## src/rtl/trigram_count_min_sketch_assert.svh

```systemverilog
// Assertion macros shared by the RTL of the trigram count-min sketch.
`ifndef TRIGRAM_COUNT_MIN_SKETCH_ASSERT_SVH
`define TRIGRAM_COUNT_MIN_SKETCH_ASSERT_SVH

// The consequent must hold in the same cycle as the antecedent.
`define TCMS_ASSERT_SAME(label, clk, rst, ante, cons) \
   label: assert property (@(posedge clk) disable iff (rst) (ante) |-> (cons)) \
      else $error("trigram_count_min_sketch: same-cycle check failed");

// The consequent must hold in the cycle after the antecedent.
`define TCMS_ASSERT_NEXT(label, clk, rst, ante, cons) \
   label: assert property (@(posedge clk) disable iff (rst) (ante) |=> (cons)) \
      else $error("trigram_count_min_sketch: next-cycle check failed");

`endif

```

## src/rtl/tcms_pkg.sv

```systemverilog
`timescale 1ns / 1ps
package tcms_pkg;

   typedef enum logic [1:0] {
      KIND_ADD   = 2'd0,
      KIND_EST   = 2'd1,
      KIND_READ  = 2'd2,
      KIND_CLEAR = 2'd3
   } kind_type;

   typedef enum logic [1:0] {
      ST_CLEAR = 2'd0,
      ST_IDLE  = 2'd1,
      ST_RUN   = 2'd2
   } state_type;

   localparam logic [30:0] COUNT_MAX = 31'h7fffffff;
   localparam logic [31:0] MIX_A     = 32'h7feb352d;
   localparam logic [31:0] MIX_B     = 32'h846ca68b;

   // Row whose column is on the broadcast bus this cycle.
   typedef struct packed {
      logic       valid;
      logic [2:0] row;
   } probe_type;

   // Request state handed from cell to cell along the chain.
   typedef struct packed {
      logic        valid;
      kind_type    kind;
      logic [15:0] amount;
      logic [2:0]  rsel;
      logic        hit;
      logic [30:0] acc;
   } token_type;

endpackage

```

## src/rtl/tcms_hash.sv

```systemverilog
`timescale 1ns / 1ps
module tcms_hash #(
   parameter int CW = 5
) (
   input  logic                clock,
   input  logic                reset,
   input  logic                issue_valid,
   input  logic [2:0]          issue_row,
   input  logic [23:0]         key,
   input  logic                use_csel,
   input  logic [4:0]          csel,
   output tcms_pkg::probe_type probe,
   output logic [CW-1:0]       col
);
   import tcms_pkg::*;

   probe_type   pa_ff, pb_ff, pc_ff;
   logic [31:0] seed;
   logic [31:0] a_ff, a_in, b_ff, b_in, c_ff, c_in;
   logic [31:0] b_mix, hash;

   always_comb begin
      seed  = {5'b0, issue_row, key};
      a_in  = seed ^ (seed >> 16);
      b_in  = a_ff * MIX_A;
      b_mix = b_ff ^ (b_ff >> 15);
      c_in  = b_mix * MIX_B;
      hash  = c_ff ^ (c_ff >> 16);
   end

   always_ff @(posedge clock) begin
      if (reset) begin
         pa_ff <= '0;
         pb_ff <= '0;
         pc_ff <= '0;
      end else begin
         pa_ff <= '{valid: issue_valid, row: issue_row};
         pb_ff <= pa_ff;
         pc_ff <= pb_ff;
      end
   end

   always_ff @(posedge clock) begin
      a_ff <= a_in;
      b_ff <= b_in;
      c_ff <= c_in;
   end

   assign probe = pc_ff;
   assign col   = use_csel ? CW'(csel) : hash[CW-1:0];

endmodule

```

## config.mk

```make
export PLATFORM = sky130hd
export DESIGN_NAME = tcms_hash
export DESIGN_NICKNAME = d
export VERILOG_FILES = /design/src/rtl/trigram_count_min_sketch_assert.svh /design/src/rtl/tcms_pkg.sv /design/src/rtl/tcms_hash.sv
export SDC_FILE = /design/constraint.sdc
export NUM_CORES = 1
export LEC_CHECK = 0
export ABC_AREA = 1
export BUFFER_PORTS_ARGS = -buffer_cell sky130_fd_sc_hd__buf_2
export CAP_MARGIN = 5
export CORE_MARGIN = 5
export CORE_UTILIZATION = 30
export CTS_CLUSTER_SIZE = 12
export DETAILED_ROUTE_END_ITERATION = 12
export PLACE_DENSITY = 0.41
export SLEW_MARGIN = 10
export SYNTH_ARGS = -nofsm -noshare
export SYNTH_HDL_FRONTEND = slang
export SYNTH_SLANG_ARGS = --single-unit
```

## constraint.sdc

```tcl
create_clock -name clock -period 7.55 [get_ports clock]
set_input_delay 1.1325 -clock clock [delete_from_list [all_inputs] [get_ports clock]]
set_output_delay 1.1325 -clock clock [all_outputs]
set_load 0.005 [all_outputs]
```

==> impl_metrics.tcl <==
set metrics [dict create \
    place_area_sq_um 15600 \
    clock_sinks 81 \
    wl_um 39700 \
    worstSkewPairLatency_ps 390 \
    io_pins 45 \
    synth_area_leaders "fa_1 (34%), ha_1 (23%), inv_1 (15%)" \
    htree_levels 3 \
    clk_pin_slew_worst_paths_ps 60 \
    synth_nets 2198 \
    critPathLaunchType "flop" \
    initial_core_util_pct 30.4 \
    viasPerCell 4.23 \
    synth_top_area_share_pct 33.7 \
    rsz0062_at_grt "no" \
    die_width_um 230 \
    remaining_drc_errors 0 \
    die-area_sq_um 53100 \
    die_h_um 230 \
    final_cell_area_sq_um 15900 \
    totalNegativeSetupSlack_ps 0 \
    crit_required_ps 7800 \
    tightest_slew_ps 760 \
    maxSlewHeadroom_pct 49.1 \
    clock_path_buffers 2 \
    status "completed" \
    avgSynthCellArea_sq_um 8.81 \
    globalplace.congestion 0.934 \
    wl_per_cell_um 17.1 \
    maxCapViolCount 0 \
    synthArstFlopShare_pct 0 \
    setup_viol 0 \
    yosysMostFrequentCell "inv_1" \
    yosysTopAreaCell "fa_1" \
    postRouteAntennaNets 0 \
    synthDistinctLibCells 35 \
    floorplan.core_area_sq_um 47800 \
    hold_viol 0 \
    crit_arrival_ps 6460 \
    cts_tree "done" \
    root_buffer "clkbuf_16" \
    num_rows 80 \
    end_kind "flop" \
    yosys_warnings 0 \
    grt_max_degree 15 \
    finClkSkew_ps 16.2 \
    cts_resized 0 \
    hpwl_um 36700 \
    drive_gt1_share_pct 4.96 \
    crit_fanout 8 \
    track_usage_pct 15.6 \
    synth.top_cells.by_count "inv_1 (565), ha_1 (264), fa_1 (245)" \
    ys_seq_area_share_pct 11.1 \
    n_antenna_cell 0 \
    drt-initial-drc-count 282 \
    port_buffers 44 \
    synth_flop_cell "dfxtp_1" \
    netlist_instances 1653 \
    antenna_found_initial 1 \
    ctsHoldBuffers 0 \
    num_vias 9856 \
    globalRouteOverflowTotal 0 \
    fill_cells 5119 \
    synth.cell_area_sq_um 14600 \
    cts_buffers 9 \
    grt_pass1_wl_um 62700 \
    min_period_ps 6210 \
    max_freq_mhz 161 \
    finalNetCount 2256 \
    drt_pass1_iterations 5 \
    finalCritPeriodShare_pct 82.2 \
    post-route-util_pct 33.1 \
    first_global_vias 10900 \
    crit_type "flop to flop" \
    drv_slew 0 \
    synth_edf_count 0 \
    ys_ff_latch 81 \
    synthToLayoutAreaGrowth_pct 8.86 \
    post_cts_buffers 0 \
    holdCritPathClass "flop to flop" \
]
==> layout make-up <==
cell class	instances	area (sq um)	area share, %
multi-input cells	1003	10800	68.2
inverters	567	2130	13.4
flip-flops and latches	81	1620	10.2
well taps	615	769	4.85
repair buffers	49	258	1.63
clock buffers	9	225	1.42
clock inverters	6	46.3	0.292
==> cells by family after synthesis <==
kind of cell | share of synthesized area [%]
compound gates | 3.36
xor+xnor | 4.97
fa+ha+maj | 56.3
buf+inv | 14.7
flops | 11.1
simple gates | 9.54
==> worst paths after layout <==
path | start | end | slack (ps) | cells past startpoint
setup reg to reg | a_ff[7]$_DFF_P_ | b_ff[29]$_DFF_P_ | 1340 | 19
hold reg to reg | pa_ff[2]$_SDFF_PP0_ | pb_ff[2]$_SDFF_PP0_ | 400 | 2
setup / recovery | a_ff[7]$_DFF_P_ | b_ff[29]$_DFF_P_ | 1340 | 19
hold / removal | pa_ff[2]$_SDFF_PP0_ | pb_ff[2]$_SDFF_PP0_ | 400 | 2
==> cells in the final DEF, fill, tap and decap left out, types with 3 or more instances in the layout <==
cell type  netlist  routed
a21o_1           6       6
inv_1          565     565
xnor2_1         25      25
nor3_1           4       4
dfxtp_1         81      81
nand3_2          3       3
fa_1           245     245
clkbuf_16        0       9
nand4_1          6       6
nand3_1         39      39
nor2_1          63      63
o21bai_1         6       6
o21ai_1          3       3
xor2_1          54      54
ha_1           264     264
buf_2            0      44
a21oi_1         43      43
o21ai_0         19      19
nand2_1        191     191
buf_4            0       5
nand2_2          7       7
nand3b_1         5       5
clkinv_4         0       3
==> metal layers <==
| layer | part of all wire, % | track usage (%) |
|---|---|---|
| met1 | 46 | 20.4 |
| met2 | 51 | 28.2 |
| met3 | 1.8 | 1.55 |
| met4 | 1.4 | 3.44 |
| met5 | 0 | 0 |
==> flip-flops by register name, summed over array words and instances, names as in the netlist <==
register  cells
pa_ff         4
a_ff         27
pb_ff         4
probe         4
c_ff         10
b_ff         32
==> through the flow <==
step | std cells | hold slack [ps] | worst slack [ps]
final | 2330 | 400 | 1340
after global routing | 2330 | 413 | 1090
after detailed placement | 2315 | 392 | 1340
after global placement | 2315 | 391 | 1310
after CTS | 2330 | 401 | 1310
after floorplan | 1653 | 388 | 2090
==> critical path, cell delays in order, from the launching register on <==
cell	delay, ps
dfxtp_1	680
inv_1	250
ha_1	430
inv_1	70
fa_1	490
inv_1	70
fa_1	550
fa_1	520
inv_1	50
fa_1	530
fa_1	500
inv_1	50
fa_1	470
inv_1	40
ha_1	370
a21oi_1	240
nand2_1	140
a21oi_1	260
o211ai_2	190
xor2_1	170
Power is left out: the tool's default activity adds up to more than one toggle a clock period on the data nets, which glitch-free logic cannot reach.
